==> src/sset_pkg.sv <==
// Shared constants and controller/datapath handshake types for the span extent table.
package sset_pkg;

  localparam int unsigned LINES_DEF  = 1024;
  localparam int unsigned ATTRS_DEF  = 4;
  localparam int unsigned ATTR_PORTS = 4;
  localparam int unsigned LINE_W     = 10;
  localparam int unsigned X_W        = 16;
  localparam int unsigned ATTR_W     = 32;
  localparam int unsigned LCNT_W     = 11;
  localparam int unsigned MAXX_W     = 15;
  localparam int unsigned ADDR_W     = 3;
  localparam int unsigned DATA_W     = 32;

  localparam logic [X_W-1:0]    EMPTY_X        = '1;
  localparam logic [LCNT_W-1:0] LINE_COUNT_RST = 11'd1024;
  localparam logic [MAXX_W-1:0] MAX_X_RST      = 15'd1023;

  typedef enum logic {
    ACT_INSERT = 1'b0,
    ACT_DRAIN  = 1'b1
  } act_e;

  typedef enum logic {
    REG_LINE_COUNT = 1'b0,
    REG_MAX_X      = 1'b1
  } reg_e;

  typedef struct packed {
    logic accept;  // take the input item and read its line
    logic clr_wr;  // write one entry of the clearing pass
    logic exec;    // finish the item: write back and, on a drain, load the result
  } cmd_t;

  typedef struct packed {
    logic clr_last;
    logic is_drain;
    logic out_free;
  } sts_t;

endpackage

==> src/sset_ctrl.sv <==
// Controller state machine: clearing pass, item accept and item completion.
module sset_ctrl (
  input  logic          clk_i,
  input  logic          rst_ni,
  input  logic          in_valid_i,
  output logic          in_stall_o,
  input  sset_pkg::sts_t sts_i,
  output sset_pkg::cmd_t cmd_o
);

  typedef enum logic [2:0] {
    ST_CLEAR = 3'b001,
    ST_IDLE  = 3'b010,
    ST_EXEC  = 3'b100
  } state_e;

  state_e state_q, state_d;

  always_comb begin
    state_d      = state_q;
    cmd_o.accept = 1'b0;
    cmd_o.clr_wr = 1'b0;
    cmd_o.exec   = 1'b0;
    case (state_q)
      ST_CLEAR: begin
        cmd_o.clr_wr = 1'b1;
        if (sts_i.clr_last) begin
          state_d = ST_IDLE;
        end
      end
      ST_IDLE: begin
        if (in_valid_i) begin
          cmd_o.accept = 1'b1;
          state_d      = ST_EXEC;
        end
      end
      ST_EXEC: begin
        // A drain waits until the output register can take its result.
        if (!sts_i.is_drain || sts_i.out_free) begin
          cmd_o.exec = 1'b1;
          state_d    = ST_IDLE;
        end
      end
      default: begin
        state_d = ST_CLEAR;
      end
    endcase
  end

  always_ff @(posedge clk_i or negedge rst_ni) begin
    if (!rst_ni) begin
      state_q <= ST_CLEAR;
    end else begin
      state_q <= state_d;
    end
  end

  assign in_stall_o = (state_q != ST_IDLE);

  a_cmd_excl : assert property (@(posedge clk_i) disable iff (!rst_ni)
    $onehot0({cmd_o.accept, cmd_o.clr_wr, cmd_o.exec}))
    else $error("controller issued two commands at once");

  a_accept_exec : assert property (@(posedge clk_i) disable iff (!rst_ni)
    cmd_o.accept |=> (state_q == ST_EXEC))
    else $error("accepted item did not move to execution");

endmodule

==> config.mk <==
export PLATFORM = sky130hd
export DESIGN_NAME = sset_ctrl
export DESIGN_NICKNAME = d
export VERILOG_FILES = /design/src/sset_pkg.sv /design/src/sset_ctrl.sv
export SDC_FILE = /design/constraint.sdc
export NUM_CORES = 1
export LEC_CHECK = 0
export BUFFER_PORTS_ARGS = -buffer_cell sky130_fd_sc_hd__buf_2
export CORE_AREA = 2 2 39 41
export DETAILED_ROUTE_END_ITERATION = 10
export DIE_AREA = 0 0 41 43
export HOLD_SLACK_MARGIN = 0.15
export SYNTH_ARGS = -nofsm -noshare
export SYNTH_HDL_FRONTEND = slang
export SYNTH_SLANG_ARGS = --single-unit
==> constraint.sdc <==
create_clock -name clk_i -period 3.3 [get_ports clk_i]
set_clock_uncertainty 0.15 [all_clocks]
set_input_delay 0.66 -clock clk_i [delete_from_list [all_inputs] [get_ports clk_i]]
set_output_delay 0.66 -clock clk_i [all_outputs]
set_load 0.005 [all_outputs]
==> results of run 1 <==
-- area by class of cell --
cell class / instances / area [µm²] / area share, %
clock buffers: 4 / 26.3 / 9.33
inverters: 3 / 11.3 / 4.00
multi-input cells: 15 / 92.6 / 32.9
flip-flops and latches: 3 / 76.3 / 27.1
well taps: 16 / 20.0 / 7.11
repair buffers: 10 / 55.1 / 19.6
-- per-stage QoR --
step	std cells	hold slack (ps)	total power, mW	setup WS [ps]
final	51	371	0.214	1310
after global routing	51	410	0.241	1200
after CTS	51	374	0.219	1290
after detailed placement	46	309	0.150	1340
after global placement	46	308	0.147	1340
after floorplan	21	214	0.121	1570
-- logic make-up after synthesis --
logic type,after synthesis
DFF,3
buffers and inverters,3
xor gates and xnor gates,1
and+or+nand+nor,9
AOI/OAI and AO/OA,5
-- layer usage --
layer / wire length (µm) / up-vias / GRT usage, %
li1: - / 101 / -
met5: 0 / - / 0
met1: 209 / 81 / 8.74
met3: 46 / 0 / 6.28
met2: 168 / 11 / 7.81
met4: 0 / 0 / 4.00
-- synth_stat cells (all sizes together) --
library cell | count | area share [%]
nor2 | 5 | 10
inv | 3 | 6.2
a21oi | 2 | 5.6
dfrtp | 2 | 28
o21ai | 2 | 5.6
a31oi | 1 | 3.5
dfstp | 1 | 15
nand3b | 1 | 4.2
nor3b | 1 | 6.9
nor4b | 1 | 4.9
nor4bb | 1 | 5.6
xnor2 | 1 | 4.9
-- power by group through the flow --
stage	logic, mW	clock network, mW	registers, mW
after floorplan	0.0485	0	0.0723
after global placement	0.0695	0	0.0774
after detailed placement	0.0719	0	0.0783
after CTS	0.0730	0.0679	0.0777
after global routing	0.0820	0.0763	0.0824
final	0.0712	0.0656	0.0775
-- worst max-delay path, stage by stage (launching register included) --
cell and delay [ps]:
dfstp_2 560, nor3b_2 230, buf_2 150
-- worst max path at each step --
stage,from,end,slack (ps),cells after the start
after CTS,state_q[0],cmd_o[1],1290,2
after global placement,sts_i[1],cmd_o[0],1340,5
final,state_q[0],cmd_o[1],1310,2
after global routing,state_q[0],cmd_o[1],1200,2
after detailed placement,sts_i[1],cmd_o[0],1340,5
after floorplan,sts_i[1],cmd_o[0],1570,3
==> metrics.md, run 1 <==
| Metric | Value |
|---|---|
| Vias in the first global route | `191` |
| Max FO, Critical Path | `6` |
| Reg2Reg Setup Slack | `2080 ps` |
| Fmax | `503 MHz` |
| Clock buffer depth | `2` |
| Final TNS setup | `0 ps` |
| CTS tree | `yes` |
| Maxcap violations | `0` |
| Biggest register | `state_q` |
| Hold crit path type | `flop to flop` |
| Iter 0 DRT Violations | `3` |
| Grt total ovfl | `0` |
| CP Launch Type | `flop` |
| RSZ-0062 raised after global routing | `no` |
| Crit path time final | `1990 ps` |
| Die area | `1760 µm²` |
| Register share of total power | `36.2%` |
| Post-Route WL | `424 µm` |
| Layout net count | `42` |
| Area grow syn2layout | `56.2%` |
| Worst-Skew Late Latency | `230 ps` |
| Die span in x | `41 µm` |
| Port Buffers | `9` |
| Hold Vio Cnt, Final | `0` |
| Clock sink total | `3` |
| Top flop regs | `state_q (3)` |
| Design Area, Final | `282 µm²` |
| Net switching power | `0.0741 mW` |
| Cell Area, Synth | `180 µm²` |
| Layout cells sized above 1 | `40.0%` |
| Antenna Nets Post-Route | `0` |
| Reg2Reg Depth | `3` |
| Avg Inst Size Synth | `8.58 µm²` |
| H-tree levels | `1` |
| Most common cell after layout, fill and taps aside | `buf_2` |
| DR DRC count | `0` |
| Die H | `43 µm` |
| Inserted Clock Buffers | `3` |
| First-pass GRT wire length | `752 µm` |
| P_leak | `0.128 nW` |
| Mapped Cells | `21` |
| Via count | `193` |
| WL per Instance | `8.31 µm` |
| Min-Delay Endpoint | `state_q[2]` |
| Syn Nets | `27` |
| Pwr/cell area | `761 nW/µm²` |
| Post-layout util | `20.3%` |
| Post-CTS Setup Inserts | `0` |
| Critical path type | `flop to output port` |
| Placed cell area | `245 µm²` |
| Slew @ Worst Pin | `247 ps` |
| Number of antenna diodes | `0` |
| Crit path DAT | `1180 ps` |
| Compound-gate portion of the synthesized area | `14.6%` |
| Post-synthesis xor/xnor area fraction | `4.86%` |
| Vias per cell | `3.78` |
| Run status | `complete, no violations` |
| Origin of the critical flop-to-flop path | `state_q[0]` |
| CTS Hold Bufs | `1` |
| IO Count | `10` |
| Clock Pin Slew Worst Setup and Hold Paths | `40 ps` |
| Syn. warnings | `0` |
| # setup viols final | `0` |
| Initial antenna violation count | `0` |
| Core area | `1380 µm²` |
| Starting Density | `13.0%` |
| Iteration count of the initial detailed-routing pass | `4` |
| Main combinational cell family by area after synthesis | `simple AND/OR/NAND/NOR gates` |
| Final period util | `60.3%` |
| Post-synthesis mux area share | `0%` |
| Critical path data required time | `2490 ps` |
| GRT Resource Usage Total | `7.04%` |
| Clock Tree Root | `clkbuf_4` |
| Slew headroom | `83.3%` |
| Part of the Yosys area used for sequential elements | `42.4%` |
| Simple-Gate Fraction of Synth Area | `31.9%` |
| Adder-cell share of the synthesized area | `0%` |
| R2r endpoint | `state_q[1]` |
| Post_cts resized | `0` |
| Clock share of power | `30.6%` |
| Hold path start | `state_q[0]` |
| Hold Path Stages | `1` |
| Internal | `0.140 mW` |
| Largest net degree at the start of global routing | `8` |
| Layout filler cell count | `155` |
| Most frequent cells in the layout | `buf_2 (9), nor2_1 (5), inv_1 (3), clkbuf_4 (3)` |
| Fin. max-slew vios | `0` |
| Post-synth cell types | `12` |
| Comb power frac | `33.2%` |
| Max VDD drop | `0.266 mV` |
| Post-synthesis register bit count | `3` |
| Max reg flops | `3` |
| CP Capture Type | `output port` |
| RD Place Congestion | `0.693` |
| Site Rows | `14` |
| Switching part of the total | `34.6%` |
Power figures use the tool's default switching activity.
==> run 2, diff against run 1 <==
==> constraint.sdc (replaced) <==
create_clock -name clk_i -period 1.7 [get_ports clk_i]
set_clock_uncertainty 0.15 [all_clocks]
set_input_delay 0.34 -clock clk_i [delete_from_list [all_inputs] [get_ports clk_i]]
set_output_delay 0.34 -clock clk_i [all_outputs]
set_load 0.005 [all_outputs]
==> run 2 against run 1 <==
Compared with the run above:
- combinational power grew 120%
- final area increased by 6.2%
- sequential power up 110%
- utilization rose by 1.3 points
- via count grew 8.3%
- total power is 110% higher
- count of clock-buffer cells in the layout stayed put
- sequential share of layout area decreased by 1.2 points
- first-iteration DRC count rose to 2.7 times the previous value
- critical endpoint unchanged
- largest power group unchanged
==> metrics.md, run 2 (same netlist as run 1, synthesis figures left out) <==
| Metric | Value |
|---|---|
| Max FO, Critical Path | `6 (unchanged)` |
| Layout net count | `43 (+2.4%)` |
| CP Capture Type | `output port` |
| Post-Route WL | `470 µm (+11%)` |
| Max VDD drop | `0.207 mV (-22%)` |
| Final period util | `97.3%` |
| Clock Tree Root | `clkbuf_4` |
| H-tree levels | `1 (unchanged)` |
| Clock sink total | `3 (unchanged)` |
| Slowest cell delay on critical path | `570 ps (about the same)` |
| Initial antenna violation count | `0 (unchanged)` |
| Biggest register | `state_q` |
| Slowest stage cell, crit path | `dfstp_2` |
| # setup viols final | `0 (unchanged)` |
| Slew @ Worst Pin | `282 ps (+35.4 ps)` |
| Crit path DAT | `1160 ps (-20 ps)` |
| Post-CTS Setup Inserts | `0 (unchanged)` |
| Net switching power | `0.153 mW (+110%)` |
| CTS tree | `yes` |
| Comb power frac | `34.8% (+1.6 points)` |
| Vias per cell | `4.02 (+6.2%)` |
| Critical path data required time | `1210 ps (-1280 ps)` |
| Pwr/cell area | `1480 nW/µm² (+95%)` |
| Total power | `0.443 mW (+110%)` |
| CP cell instances | `nor3b_4, buf_2` |
| Core area | `1380 µm² (unchanged)` |
| Slew headroom | `80.9% (-2.4 points)` |
| Register share of total power | `36.9% (+0.7 points)` |
| Area grow syn2layout | `66.0%` |
| Port Buffers | `9 (unchanged)` |
| RSZ-0062 raised after global routing | `yes` |
| Layout cells sized above 1 | `41.7% (+1.7 points)` |
| Crit path from | `state_q[0]` |
| Starting Density | `13.0% (unchanged)` |
| Post-DP HPWL | `332 µm` |
| Critical path type | `flop to output port` |
| Fin Hold WS | `265 ps (-106 ps)` |
| Worst-Skew Late Latency | `230 ps (about the same)` |
| Crit path time final | `1650 ps` |
| Clock share of power | `28.3% (-2.3 points)` |
| Die span in x | `41 µm (unchanged)` |
| Iteration count of the initial detailed-routing pass | `3 (-1)` |
| Die H | `43 µm (unchanged)` |
| Number of antenna diodes | `0 (unchanged)` |
| Top flop regs | `state_q (3)` |
| Vias in the first global route | `183 (-4.2%)` |
| Fin. max-slew vios | `0 (unchanged)` |
| Hold crit path type | `input port to flop` |
| Reg2Reg Setup Slack | `490 ps (-1590 ps)` |
| Origin of the critical flop-to-flop path | `state_q[0]` |
| Most frequent cells in the layout | `buf_2 (9), nor2_1 (5), inv_1 (3), clkbuf_4 (3)` |
| R2r endpoint | `state_q[1]` |
| Maxcap violations | `0 (unchanged)` |
| Iter 0 DRT Violations | `8 (+5)` |
| Fmax | `605 MHz` |
| Switching part of the total | `34.6% (about the same)` |
| Site Rows | `14 (unchanged)` |
| Largest net degree at the start of global routing | `8 (unchanged)` |
| P_leak | `0.133 nW (+3.6%)` |
| CP Launch Type | `flop` |
| Hold Vio Cnt, Final | `0 (unchanged)` |
| WL per Instance | `9.04 µm (+8.7%)` |
| Max reg flops | `3 (unchanged)` |
| Clock Pin Slew Worst Setup and Hold Paths | `40 ps (about the same)` |
| Most common cell after layout, fill and taps aside | `buf_2` |
| Final TNS setup | `0 ps (unchanged)` |
| Pre-CTS setup slack | `297 ps (-1040 ps)` |
| Final WS setup | `46.3 ps (-1260 ps)` |
| RD Place Congestion | `0.680 (-1.8%)` |
| Via count | `209 (+8.3%)` |
| IO Count | `10 (unchanged)` |
| Internal | `0.290 mW (+110%)` |
| GRT Resource Usage Total | `7.24% (+0.19 points)` |
| First-pass GRT wire length | `690 µm (-8.2%)` |
| Clock buffer depth | `2 (unchanged)` |
| Grt total ovfl | `0 (unchanged)` |
| Die area | `1760 µm² (unchanged)` |
| Inserted Clock Buffers | `3 (unchanged)` |
| Run status | `complete, no violations` |
| Reg2Reg Depth | `3 (unchanged)` |
| Antenna Nets Post-Route | `0 (unchanged)` |
| Critical Path End | `cmd_o[1]` |
| DR DRC count | `0 (unchanged)` |
run 2: cell types whose count changed in the layout (fill, tap and decap cells not counted), sizes merged:
cell         change
dlygate4sd3      +1
run 2: timing repair:
item	4_1_cts	5_1_grt
endpoints found under the setup margin	0	1
resized for setup	0	2
endpoints found under the hold margin	4	0
hold buffers	2	0
run 2: metrics by stage:
stage	util (%)	area, µm²	std cells
final	21.6	299	52
after global routing	21.6	299	52
after floorplan	-	180	21
after CTS	21.1	292	52
after global placement	17.7	245	46
after detailed placement	17.7	245	46
run 2: power by group through the flow:
stage          combinational [mW]  sequential (mW)  clock, mW
6_report                    0.154            0.163      0.125
5_1_grt                     0.172            0.168      0.141
4_1_cts                     0.141            0.149      0.132
3_5_place_dp                0.138            0.150          0
3_3_place_gp                0.136            0.148          0
2_1_floorplan              0.0942            0.140          0
run 2: per-layer routing:
metal	share of wire, %	GRT usage (%)
met1	43	7.10
met2	39	7.19
met3	7.4	1.57
met4	9.6	16.0
met5	0	0
run 2: cell type report:
type,count,area (µm²)
Fill cell,160,1080
Timing Repair Buffer,11,65.1
Multi-Input combinational cell,15,98.8
Tap cell,16,20.0
Inverter,3,11.3
Clock buffer,4,26.3
Sequential cell,3,77.6
run 2: how the worst min path moves through the flow:
stage               start         end  cells past startpoint
2_1_floorplan      rst_ni  state_q[1]                      0
3_3_place_gp       rst_ni  state_q[2]                      1
3_5_place_dp       rst_ni  state_q[2]                      1
4_1_cts        in_valid_i  state_q[2]                      3
5_1_grt        in_valid_i  state_q[2]                      3
6_report       in_valid_i  state_q[2]                      3
run 2: critical path, delay by kind of cell (launching register included):
| kind | cells | cell delay, ps |
|---|---|---|
| buffers and inverters | 1 | 140 |
| DFF | 1 | 570 |
| and+or+nand+nor | 1 | 220 |
